<file path="src/rtl/psr_pkg.sv">
// ---------------------------------------------------------------------------
// Polyphase sinc resampler package
// Shared sizes, types and state encoding for the resampler blocks.
// ---------------------------------------------------------------------------
package psr_pkg;

  localparam int TAPS       = 32;
  localparam int PHASES     = 64;
  localparam int RING_DEPTH = 64;

  localparam int COEF_SLOTS = PHASES * TAPS;
  localparam int COEF_IDX_W = $clog2(COEF_SLOTS);
  localparam int TAP_W      = $clog2(TAPS);
  localparam int PH_W       = (PHASES > 1) ? $clog2(PHASES) : 1;
  localparam int RING_AW    = $clog2(RING_DEPTH);

  localparam int STEP_W     = 21;
  localparam logic [STEP_W-1:0] STEP_RESET = 21'd196608;

  localparam int SAMPLE_W   = 16;
  localparam int ADDR_W     = 11;
  localparam int COEF_W     = 18;
  localparam int PROD_W     = SAMPLE_W + COEF_W;
  localparam int ACC_W      = PROD_W + TAP_W + 1;
  localparam int CNT_W      = 48;
  localparam int TIME_W     = 64;
  localparam int IDX_W      = 50;

  typedef enum logic {
    KIND_PUSH,
    KIND_COEF
  } item_kind_e;

  typedef struct packed {
    item_kind_e                  kind;
    logic signed [SAMPLE_W-1:0]  sample;
    logic        [ADDR_W-1:0]    addr;
    logic signed [COEF_W-1:0]    value;
  } item_t;

  typedef struct packed {
    logic  valid;
    item_t item;
  } queue_head_t;

  typedef enum logic [2:0] {
    ST_IDLE,
    ST_CHECK,
    ST_SETUP,
    ST_MAC,
    ST_SCALE,
    ST_ROUND,
    ST_EMIT
  } state_e;

endpackage

</file>
<file path="src/rtl/psr_front.sv">
// ---------------------------------------------------------------------------
// Resampler front end
// Accepts input transactions, drops those with no effect, and queues the
// rest in a two-entry queue for the processing engine.
// ---------------------------------------------------------------------------
module psr_front (
  input  logic                                 clk_i,
  input  logic                                 rst_ni,
  input  logic                                 in_valid_i,
  output logic                                 in_ready_o,
  input  logic                                 opcode_i,
  input  logic signed [psr_pkg::SAMPLE_W-1:0]  sample_in_i,
  input  logic        [psr_pkg::ADDR_W-1:0]    coef_address_i,
  input  logic signed [psr_pkg::COEF_W-1:0]    coef_value_i,
  input  logic        [psr_pkg::STEP_W-1:0]    step_i,
  output psr_pkg::queue_head_t                 head_o,
  input  logic                                 pop_i
);

  psr_pkg::item_t slot_q [2];
  logic           wr_ptr_q, wr_ptr_d;
  logic           rd_ptr_q, rd_ptr_d;
  logic [1:0]     count_q, count_d;
  logic           accept, keep, push;
  psr_pkg::item_t item_in;

  assign in_ready_o = (count_q != 2'd2);
  assign accept     = in_valid_i && in_ready_o;

  always_comb begin
    item_in.kind   = opcode_i ? psr_pkg::KIND_COEF : psr_pkg::KIND_PUSH;
    item_in.sample = sample_in_i;
    item_in.addr   = coef_address_i;
    item_in.value  = coef_value_i;
    if (opcode_i) begin
      keep = (32'(coef_address_i) < 32'(psr_pkg::COEF_SLOTS));
    end else begin
      keep = (step_i != '0);
    end
  end

  assign push = accept && keep;

  always_comb begin
    wr_ptr_d = push ? ~wr_ptr_q : wr_ptr_q;
    rd_ptr_d = pop_i ? ~rd_ptr_q : rd_ptr_q;
    count_d  = count_q + {1'b0, push} - {1'b0, pop_i};
  end

  always_ff @(posedge clk_i or negedge rst_ni) begin
    if (!rst_ni) begin
      wr_ptr_q <= 1'b0;
      rd_ptr_q <= 1'b0;
      count_q  <= 2'd0;
    end else begin
      wr_ptr_q <= wr_ptr_d;
      rd_ptr_q <= rd_ptr_d;
      count_q  <= count_d;
    end
  end

  always_ff @(posedge clk_i) begin
    if (push) begin
      slot_q[wr_ptr_q] <= item_in;
    end
  end

  assign head_o.valid = (count_q != 2'd0);
  assign head_o.item  = slot_q[rd_ptr_q];

endmodule

</file>
<file path="config.mk">
export PLATFORM = sky130hd
export DESIGN_NAME = psr_front
export DESIGN_NICKNAME = d
export VERILOG_FILES = /design/src/rtl/psr_pkg.sv /design/src/rtl/psr_front.sv
export SDC_FILE = /design/constraint.sdc
export NUM_CORES = 1
export LEC_CHECK = 0
export BUFFER_PORTS_ARGS = -buffer_cell sky130_fd_sc_hd__buf_2
export CORE_UTILIZATION = 53
export DETAILED_ROUTE_END_ITERATION = 7
export PLACE_DENSITY = 0.8
export REMOVE_ABC_BUFFERS = 1
export SLEW_MARGIN = 20
export SYNTH_ARGS = -nofsm -noshare
export SYNTH_HDL_FRONTEND = slang
export SYNTH_SLANG_ARGS = --single-unit
</file>
<file path="constraint.sdc">
create_clock -name clk_i -period 4.9 [get_ports clk_i]
set_clock_uncertainty 0.2 [all_clocks]
set_input_delay 0.98 -clock clk_i [delete_from_list [all_inputs] [get_ports clk_i]]
set_output_delay 0.98 -clock clk_i [all_outputs]
set_load 0.05 [all_outputs]
</file>
=== Yosys cells after proc, flatten, opt, wreduce, memory -nomap -nowiden ===
Memory sizes are Yosys's and may differ from the RTL's.
Index checks and enable logic that the tools add are counted.

* Multiplexer cells: 4
* Shift operators: 0
* $add $sub $neg: 2
* Bitwise operators: 2
* $mul: 0
* Reduce and logical (&&, ||, !) cells: 4
* Eq/ne operators: 1
* Order comparisons: 0
* Div/mod/pow operators: 0

{| class="wikitable"
|+ Operator list
! cell !! count
|-
| $reduce_bool A21 Y1 || 1
|-
| $mux W1 || 4
|-
| $add A2 B1 Y2 || 1
|-
| $logic_and A1 B1 Y1 || 2
|-
| $ne A2 B2 Y1 const B || 1
|-
| $not A1 Y1 || 2
|-
| $reduce_bool A2 Y1 || 1
|-
| $sub A2 B1 Y2 || 1
|}

* Memory bits (read-only): 0
* Word-level logic and storage cells: 17
* Bits in writable memories: 92
* Register bits: 4
* Output and inout port bits: 48
* Memories: 1
* Bits in latches: 0
* Input port bits: 71

{| class="wikitable"
|+ Memories
! memory !! words !! bits a word !! read ports !! clocked after memory_dff !! wr ports !! RTL line !! text
|-
| slot_q || 2 || 46 || 1 || 0 || 1 || psr_front.sv:20 || <nowiki>psr_pkg::item_t slot_q [2];</nowiki>
|}

=== Logic depth before layout (Yosys ltp) ===
Gate-level depths: netlist of run 1.

* Depth after elaboration: 5
* Mapped depth: 8
* Mapped depth without buffers: 8

=== Least setup slack after synthesis of run 1 ===
OpenSTA, ideal clock, no wires.

* Kind: input port to flip-flop
* Start point: input step_i[3] in the netlist's numbering
* End point: memory slot_q[0][0] in the netlist's numbering, enable pin
* Slack: 1043 ps
* Path buffers: 0
* Setup time: 450 ps
* Stages on the path: 4
* Arrival time: 3208 ps
* Required time: 4250 ps
* Path through: nor4_1 -> nand4_1 -> o211ai_2 -> nor2_1

* Longest elaborated chain between the ends: 5

{| class="wikitable"
|+ Ends and longest elaborated chain
! what !! RTL line !! text
|-
| start: declaration || psr_front.sv:15 || <nowiki>input logic [psr_pkg::STEP_W-1:0] step_i,</nowiki>
|-
| $reduce_bool A21 Y1 || psr_front.sv:38 || <nowiki>keep = (step_i != '0);</nowiki>
|-
| $mux W1 || psr_front.sv:35 || <nowiki>if (opcode_i) begin</nowiki>
|-
| $logic_and A1 B1 Y1 || psr_front.sv:42 || <nowiki>assign push = accept && keep;</nowiki>
|-
| $mux W1 || psr_front.sv:63 || <nowiki>if (push) begin</nowiki>
|-
| $mux W1 (not written as such) || psr_front.sv:64 || <nowiki>slot_q[wr_ptr_q] <= item_in;</nowiki>
|-
| end: declaration || psr_front.sv:20 ||
|}

No other way between the ends.

==> flow_metrics.py, run 1 <==
metrics = {
    "timing": {
        "hold_viol_final": 0,
        "worst_pin_slew_ps": 531,
        "slew_viol_final": 0,
        "setup_violations": 0,
        "max_freq_mhz": 328,
        "max-slew-margin-rel_pct": 64.5,
        "hold-worst-slack_ps": 224,
        "tns_ps": 0,
        "fin_crit_sh_pct": 62.2,
        "layout_min_cycle_time_ps": 3050,
        "rsz0062_at_grt": "false",
    },
    "logic_synthesis": {
        "synth_commonest_cells": "edfxtp_1 (92), mux2_2 (46), buf_2 (5), nor4_1 (5), dfrtp_1 (4)",
        "synth_top_area_share_pct": 77.8,
        "yosys_warnings": 0,
        "synth_top_cell_by_area": "edfxtp_1",
        "synth_ff_type": "edfxtp_1",
        "postSynthCellCount": 168,
        "synth.cell_area_um2": 3550,
        "postSynthAreaPerCell_um2": 21.1,
        "async_flop_share_pct": 4.17,
        "ys_types": 15,
        "synth.most_common_cell": "edfxtp_1",
        "ys_top_cells_by_area": "edfxtp_1 (78%), mux2_2 (15%), dfrtp_1 (2.8%)",
        "ys_ff_latch": 96,
        "yosysSeqAreaShare_pct": 80.6,
        "synth_enable_flop_cells": 92,
    },
    "finish": {
        "drive_gt1_share_pct": 62.2,
        "area_growth_pct": 25.3,
        "fillCellCount": 430,
        "antenna_cells": 0,
        "fin_nets": 368,
        "multi_input_area_um2": 671,
        "seqCellArea_um2": 2860,
    },
    "placement": {
        "hpwl_mm": 3.90,
        "numPortBuffers": 118,
        "gp_congestion": 0.750,
    },
    "global_routing": {
        "track_usage_pct": 17.4,
        "grt_pass1_vias": 1843,
        "grt_max_degree": 48,
        "grt_first_pass_wirelength_mm": 8.83,
        "overflow": 0,
        "antenna_found_initial": 0,
    },
    "drt": {
        "wire_per_inst_um": 15.6,
        "antenna_left": 0,
        "drcViolationCount": 14,
        "vias": 1902,
        "drt-initial-drc-count": 109,
        "drtPass1Iterations": 6,
        "routed_wirelength_mm": 5.88,
        "viasPerCell": 5.06,
    },
    "cts": {
        "cts_tree": "built",
        "cts_sinks": 96,
        "postCtsHoldBufs": 0,
        "cts_setup_buffers": 0,
        "htree_levels": 3,
        "clock_path_buffers": 2,
        "cts_inserted_buffers": 9,
        "clkLatencyLatePin_ps": 340,
        "clockRootBuffer": "clkbuf_8",
        "cts_resized": 0,
        "path_clk_slew_ps": 80,
    },
    "critical_path": {
        "cpPeakStageDelay_ps": 680,
        "end_kind": "output pin",
        "cp_max_fo": 29,
        "path_buf_inv": 2,
        "r2r-start": "count_q[1]$_DFF_PN0_",
        "arrival_ps": 1870,
        "crit_path_start_kind": "register",
        "crit_path_cell_trace": "buf_12 -> mux2_2 -> buf_2",
        "path_class": "reg2out",
        "setup.worst_path.start": "rd_ptr_q$_DFFE_PN0P_",
        "cp_top_family": "flip-flops",
        "cp_slowest_cell": "dfrtp_2",
        "worstPathRequired_ps": 3720,
    },
    "power": {
        "power_density_nw_per_um2": 670,
        "p_leak_nw": 1.71,
        "vdd_drop_max_mv": 0.356,
    },
    "die": {
        "die_h_um": 83.9,
        "core_um2": 6420,
        "initial_core_util_pct": 55.3,
        "boundaryPins": 119,
        "die_area_um2": 7030,
        "die_x_um": 83.9,
        "num_rows": 29,
    },
    "run_status": {
        "outcome": "finished with violations",
        "violations": "design-rule violations",
    },
    "flow_run": {
        "drv_cap": 0,
    },
    "hold_path": {
        "hp-class": "in2async",
    },
}
[layout make-up]
cell class                      instances  share of cell area [%]
Clock buffer                            9                    2.78
Inverter                                2                   0.169
Clock inverter                          6                    1.35
Timing Repair Buffer                  121                    14.1
Sequential cell                        96                    64.4
Tap cell                               77                    2.17
Multi-Input combinational cell         65                    15.1
[sequential cells by signal (all words and copies together), names as in the netlist]
name / flops
wr_ptr_q: 1
rd_ptr_q: 1
count_q: 2
slot_q: 92
[report_power, final]
group	leakage, nW	switching (mW)	internal [mW]
clock network	0.0929	0.252	0.231
logic	0.718	0.926	0.369
registers	0.900	0.0785	1.12
[layout by cell type, fill, tap and decap left out, drive strengths merged]
cell type,n
buf,121
edfxtp,92
mux2,46
clkbuf,9
nor4,5
dfrtp,4
xnor2,3
inv,3
nor2,3
clkinv,3
ha,2
nand2,1
nand4,1
nand2b,1
o211ai,1
or2,1
xor2,1
clkinvlp,1
bufinv,1
[path summary, 6_finish.rpt]
path | end | slack, ps | cells after the start
worst max-delay path | head_o[16] | 1850 | 3
worst min-delay path | wr_ptr_q$_DFFE_PN0P_ | 220 | 1
worst max register to register | slot_q[1][29]$_DFFE_PP_ | 2690 | 4
min in group clk_i | count_q[0]$_DFF_PN0_ | 320 | 1
max in group asynchronous | rd_ptr_q$_DFFE_PN0P_ | 4150 | 1
worst min register to register | count_q[0]$_DFF_PN0_ | 320 | 1
[cell families after synthesis]
family                     count (synthesis)  synth area share [%]
DFF                                       96                  80.6
xor gates and xnor gates                   4                 0.987
AOI/OAI and AO/OA                          1                 0.352
adders and majority gates                  2                 0.705
and+or+nand+nor                           12                  1.83
muxes                                     46                  14.6
buffers and inverters                      7                 0.916
[metal layers]
layer / track usage (%) / part of all wire (%) / vias up / wire (um)
met5: 0 / 0 / - / 0
met1: 21.4 / 43 / 897 / 2560
met4: 10.0 / 1.2 / 0 / 72
met2: 28.2 / 49 / 83 / 2860
met3: 4.25 / 6.6 / 6 / 390
li1: - / - / 916 / -
[metrics by stage]
step	power (mW)	setup slack, ps	cell area, um2	cells	utilization, %
after CTS	2.99	1580	4430	375	68.9
after global routing	3.10	1750	4450	376	69.3
after detailed placement	2.51	1920	4240	360	66.1
final	2.98	1850	4450	376	69.3
after floorplan	2.22	1040	3530	163	-
after global placement	2.49	1930	4240	360	66.1
Power figures use the tool's default switching activity.
==> inputs of run 2 (changes only) <==
- ABC_AREA: not set -> 1
- CORE_UTILIZATION: 53 -> 45
- PLACE_DENSITY: 0.8 -> 0.72
- clock period: 4.9 -> 2.5 ns (I/O delays scaled with it)
==> run 2 against run 1 <==
  * The flow now finishes without violations
  * Combinational power up 110%
  * Register-to-register slack worse by 2000 ps
  * Synthesized cell count up 9.5%
  * Core utilization down 10 points
  * Sequential share of layout area down 2.9 points
  * Total power up 100%
  * Critical endpoint is now head_o[4]
  * Final cell count up 12%
  * Largest cell class unchanged
  * Sequential power up 91%
  * Clock-buffer cell count unchanged
  * Highest routed layer unchanged
  * Wire length up 5.1%
==> flow_metrics.py, run 2 <==
metrics = {
    "run_status": {
        "outcome": "finished clean",
    },
    "die": {
        "die_h_um": 93.0,
        "initial_core_util_pct": 47.3,
        "core_um2": 7890,
        "num_rows": 32,
        "boundaryPins": 119,
        "die_x_um": 93.0,
        "die_area_um2": 8650,
    },
    "timing": {
        "max_freq_mhz": 427,
        "hold_viol_final": 0,
        "setup_violations": 0,
        "worst_pin_slew_ps": 350,
        "layout_min_cycle_time_ps": 2340,
        "hold-worst-slack_ps": 140,
        "rsz0062_at_grt": "false",
        "worst_slack_ps": 160,
        "max-slew-margin-rel_pct": 76.7,
        "slew_viol_final": 0,
        "fin_crit_sh_pct": 93.6,
    },
    "flow_run": {
        "drv_cap": 0,
    },
    "global_routing": {
        "grt_first_pass_wirelength_mm": 9.29,
        "overflow": 0,
        "grt_max_degree": 28,
        "grt_pass1_vias": 2013,
        "track_usage_pct": 14.6,
        "antenna_found_initial": 0,
    },
    "finish": {
        "top_register": "slot_q",
        "final_cell_mix": "buf_2 (118), edfxtp_1 (92), mux2_4 (30)",
        "final_core_util_pct": 59.1,
        "seqCellArea_um2": 2860,
        "area_growth_pct": 24.9,
        "fin_nets": 388,
        "largest_reg_flops": 92,
        "instances_no_fill": 421,
        "final_common_cell": "buf_2",
        "multi_input_area_um2": 808,
        "fillCellCount": 634,
        "drive_gt1_share_pct": 59.2,
        "top_regs": "slot_q (92), count_q (2)",
        "antenna_cells": 0,
    },
    "hold_path": {
        "hp-class": "in2reg",
        "min_to": "slot_q[0][16]$_DFFE_PP_",
        "holdPathStages": 1,
        "min_from": "coef_value_i[16]",
    },
    "logic_synthesis": {
        "synth.cell_area_um2": 3730,
        "yosys_warnings": 0,
        "async_flop_share_pct": 4.17,
        "postSynthCellCount": 184,
        "synth_commonest_cells": "edfxtp_1 (92), mux2_4 (30), mux2_2 (16), nor2_1 (14), nand2_1 (8)",
        "postSynthAreaPerCell_um2": 20.3,
        "synth_enable_flop_cells": 92,
        "synth_top_area_share_pct": 74.1,
        "yosysSeqAreaShare_pct": 76.8,
        "ys_top_cells_by_area": "edfxtp_1 (74%), mux2_4 (12%), mux2_2 (4.8%)",
        "ys_ff_latch": 96,
        "ys_types": 17,
        "synth.most_common_cell": "edfxtp_1",
        "synth_top_cell_by_area": "edfxtp_1",
        "synth_ff_type": "edfxtp_1",
    },
    "power": {
        "vdd_drop_max_mv": 0.741,
        "p_leak_nw": 1.90,
        "power_density_nw_per_um2": 1290,
        "total_power_mw": 6.03,
    },
    "critical_path": {
        "cp_max_fo": 20,
        "ff2ff_path_depth": 4,
        "crit_path_cell_trace": "buf_4 -> mux2_2 -> buf_2",
        "r2r_end": "slot_q[0][28]$_DFFE_PP_",
        "r2r-start": "count_q[1]$_DFF_PN0_",
        "cp_slowest_cell": "dfrtp_2",
        "arrival_ps": 1640,
        "worstPathRequired_ps": 1800,
        "end_kind": "output pin",
        "rrSetupSlack_ps": 650,
        "path_class": "reg2out",
        "cpPeakStageDelay_ps": 390,
        "crit_path_start_kind": "register",
    },
    "drt": {
        "viasPerCell": 4.79,
        "drcViolationCount": 0,
        "antenna_left": 0,
        "routed_wirelength_mm": 6.18,
        "drtPass1Iterations": 4,
        "drt-initial-drc-count": 74,
        "vias": 2018,
        "wire_per_inst_um": 14.7,
    },
    "cts": {
        "cts_sinks": 96,
        "clockRootBuffer": "clkbuf_8",
        "cts_tree": "built",
        "cts_setup_buffers": 0,
        "clkLatencyLatePin_ps": 340,
        "path_clk_slew_ps": 90,
        "htree_levels": 3,
        "clock_path_buffers": 2,
        "cts_inserted_buffers": 9,
    },
    "placement": {
        "numPortBuffers": 118,
        "post-place-cells": 405,
        "hpwl_mm": 4.23,
        "gp_congestion": 0.699,
        "pre_cts_slack_ps": 461,
    },
}
run 2: changes by cell type after synthesis, moves of 2 or more:
cell	change
nand2_1	+7
inv_1	+2
mux2_2	-30
buf_2	-4
nor4_1	-5
nor2_1	+11
mux2_4	+30
buf_6	+4
nand3_1	+2
run 2: area by class of cell:
cell class              count  share of cell area (%)
clock buffers               9                    2.66
well taps                 102                    2.74
repair buffers            125                    14.1
inverters                   4                   0.322
multi-input cells          79                    17.4
flip-flops and latches     96                    61.5
clock inverters             6                    1.32
run 2: power breakdown:
part	switching (mW)	internal [mW]
clock	0.496	0.454
sequential	0.0990	2.19
combinational	1.91	0.870
total	2.51	3.52
run 2: what timing repair did:
| item | in CTS | in global routing |
|---|---|---|
| hold endpoints to repair | 4 | 0 |
| gates resized for setup | 0 | 0 |
| hold buffers | 1 | 0 |
run 2: critical path, delay by kind of cell (launching register included):
family	cells	cell delay (ps)
buf+inv	2	530
mux	1	380
flops	1	390
run 2: worst max-delay path by stage:
stage                              start                endpoint  slack, ps  depth (start not counted)
finish              rd_ptr_q$_DFFE_PN0P_               head_o[4]        160                          3
floorplan                     in_valid_i  slot_q[1][0]$_DFFE_PP_       -950                          3
global route        rd_ptr_q$_DFFE_PN0P_              head_o[40]         80                          3
global placement    rd_ptr_q$_DFFE_PN0P_              head_o[45]        500                          3
detailed placement             step_i[1]    count_q[1]$_DFF_PN0_        460                          9
CTS                 rd_ptr_q$_DFFE_PN0P_               head_o[4]        110                          3
run 2: routing by layer:
| layer | global-route usage [%] | vias up | share of wire, % |
|---|---|---|---|
| met2 | 24.6 | 88 | 49 |
| met3 | 3.25 | 12 | 5.6 |
| met1 | 17.9 | 965 | 44 |
| li1 | - | 953 | - |
| met4 | 6.92 | 0 | 1.7 |
| met5 | 0 | - | 0 |
run 2: through the flow:
step / cell area (um2) / setup TNS, ps
after floorplan: 3680 / -57810
after global placement: 4460 / 0
after detailed placement: 4460 / 0
after CTS: 4660 / 0
after global routing: 4660 / 0
final: 4660 / 0
run 2: cells by family (layout without fill, tap and decap cells):
kind of cell	count (synthesis)	count (layout)	share of synthesized area, %
XOR/XNOR	3	3	0.705
adder cells (fa/ha/maj)	2	2	0.671
flip-flops	96	96	76.8
buffers and inverters	9	144	1.74
AO/OA/AOI/OAI	1	1	0.201
AND/OR/NAND/NOR	27	27	2.99
multiplexers	46	46	16.9
==> inputs of run 3 (changes only) <==
- ABC_AREA: 1 -> not set
==> run 3 against run 2 <==
  * Critical path type unchanged
  * Sequential share of layout area up 1.9 points
  * First-iteration DRC count down 41%
  * Largest power group unchanged
  * Wire length down 4.9%
==> flow_metrics.py, run 3 (same netlist as run 1, synthesis figures left out) <==
metrics = {
    "die": {
        "boundaryPins": 119,
        "core_um2": 7690,
        "die_area_um2": 8250,
        "initial_core_util_pct": 46.2,
        "die_h_um": 90.8,
        "num_rows": 32,
        "die_x_um": 90.8,
    },
    "drt": {
        "wire_per_inst_um": 14.5,
        "drtPass1Iterations": 4,
        "drt-initial-drc-count": 44,
        "routed_wirelength_mm": 5.88,
        "vias": 1916,
        "viasPerCell": 4.74,
        "antenna_left": 0,
        "drcViolationCount": 0,
    },
    "timing": {
        "layout_min_cycle_time_ps": 2370,
        "worst_pin_slew_ps": 892,
        "rsz0062_at_grt": "false",
        "setup_violations": 0,
        "slew_viol_final": 0,
        "max_freq_mhz": 423,
        "worst_slack_ps": 134,
        "max-slew-margin-rel_pct": 40.4,
        "hold-worst-slack_ps": 138,
        "fin_crit_sh_pct": 94.6,
        "hold_viol_final": 0,
        "tns_ps": 0,
    },
    "flow_run": {
        "drv_cap": 0,
    },
    "placement": {
        "pre_cts_slack_ps": 69.6,
        "hpwl_mm": 4.01,
        "numPortBuffers": 118,
        "gp_congestion": 0.797,
    },
    "critical_path": {
        "cp_max_fo": 28,
        "worstPathRequired_ps": 1800,
        "path_class": "reg2out",
        "crit_path_start_kind": "register",
        "end_kind": "output pin",
        "arrival_ps": 1670,
    },
    "global_routing": {
        "antenna_found_initial": 0,
        "track_usage_pct": 14.9,
        "grt_max_degree": 29,
        "use_met3_pct": 5.72,
        "overflow": 0,
        "use_met1_pct": 18.9,
        "grt_pass1_vias": 1993,
        "grt_first_pass_wirelength_mm": 9.17,
        "globalRoute.busiestLayer": "met2",
        "met2_usage_pct": 23.7,
    },
    "finish": {
        "fin_nets": 370,
        "top_regs": "slot_q (92), count_q (2)",
        "final_cell_mix": "buf_2 (118), edfxtp_1 (92), mux2_2 (46)",
        "final_common_cell": "buf_2",
        "final_core_util_pct": 58.8,
        "area_growth_pct": 27.3,
        "drive_gt1_share_pct": 61.9,
        "antenna_cells": 0,
        "top_register": "slot_q",
        "largest_reg_flops": 92,
    },
    "power": {
        "power_density_nw_per_um2": 1300,
        "total_power_mw": 5.89,
        "vdd_drop_max_mv": 0.817,
        "p_leak_nw": 1.72,
    },
    "cts": {
        "clkLatencyLatePin_ps": 330,
        "clock_path_buffers": 2,
        "cts_resized": 0,
        "htree_levels": 3,
        "clockRootBuffer": "clkbuf_8",
        "path_clk_slew_ps": 90,
        "cts_setup_buffers": 0,
        "cts_sinks": 96,
        "cts_tree": "built",
        "cts_inserted_buffers": 9,
    },
    "run_status": {
        "outcome": "finished clean",
    },
    "hold_path": {
        "hp-class": "in2reg",
    },
}
run 3: cell count changes in the layout (fill, tap and decap cells not counted), sizes merged, moves of 2 or more:
cell | previous run | this run
nand3 | 2 | 0
clkinv | 5 | 3
nand2 | 9 | 1
nor2 | 14 | 3
buf | 124 | 122
nor4 | 0 | 5
run 3: critical path, stage by stage (launching register included):
cell and delay [ps]:
dfrtp_2 360, buf_4 350, mux2_2 390, buf_2 210
run 3: timing repair:
action | in CTS | in global routing
hold buffers | 1 | 0
endpoints found under the setup margin | 0 | 0
endpoints found under the hold margin | 4 | 0
run 3: metrics by stage:
step           instance area, um2  instances
2_1_floorplan                3530        163
3_3_place_gp                 4320        387
3_5_place_dp                 4320        387
4_1_cts                      4520        404
5_1_grt                      4520        404
6_report                     4520        404
run 3: cell type report:
class	instances	area [um2]
Multi-Input combinational cell	65	671
Clock inverter	6	67.6
Clock buffer	10	128
Sequential cell	96	2860
Fill cell	627	3170
Inverter	2	7.51
Tap cell	102	128
Timing Repair Buffer	123	656
run 3: metal layers:
| layer | routed length [um] | share of wire, % |
|---|---|---|
| met3 | 492 | 8.4 |
| met5 | 0 | 0 |
| met4 | 53 | 0.90 |
| met1 | 2620 | 45 |
| met2 | 2710 | 46 |
run 3: final timing paths:
kind / from / to / slack [ps] / cells after the start
hold reg to reg: count_q[0]$_DFF_PN0_ / count_q[0]$_DFF_PN0_ / 350 / 1
setup reg to reg: count_q[1]$_DFF_PN0_ / slot_q[0][41]$_DFFE_PP_ / 270 / 4
setup / recovery: rd_ptr_q$_DFFE_PN0P_ / head_o[17] / 130 / 3
hold / removal: coef_value_i[8] / slot_q[1][8]$_DFFE_PP_ / 140 / 1
min in group asynchronous: rst_ni / count_q[0]$_DFF_PN0_ / 320 / 2
max in group asynchronous: rst_ni / rd_ptr_q$_DFFE_PN0P_ / 1650 / 2
run 3: report_power, final:
part           internal [mW]  total (mW)  switching (mW)  leakage (nW)
registers               2.20        2.29          0.0921         0.900
clock network          0.466       0.965           0.499        0.0945
logic                  0.743        2.63            1.88         0.729
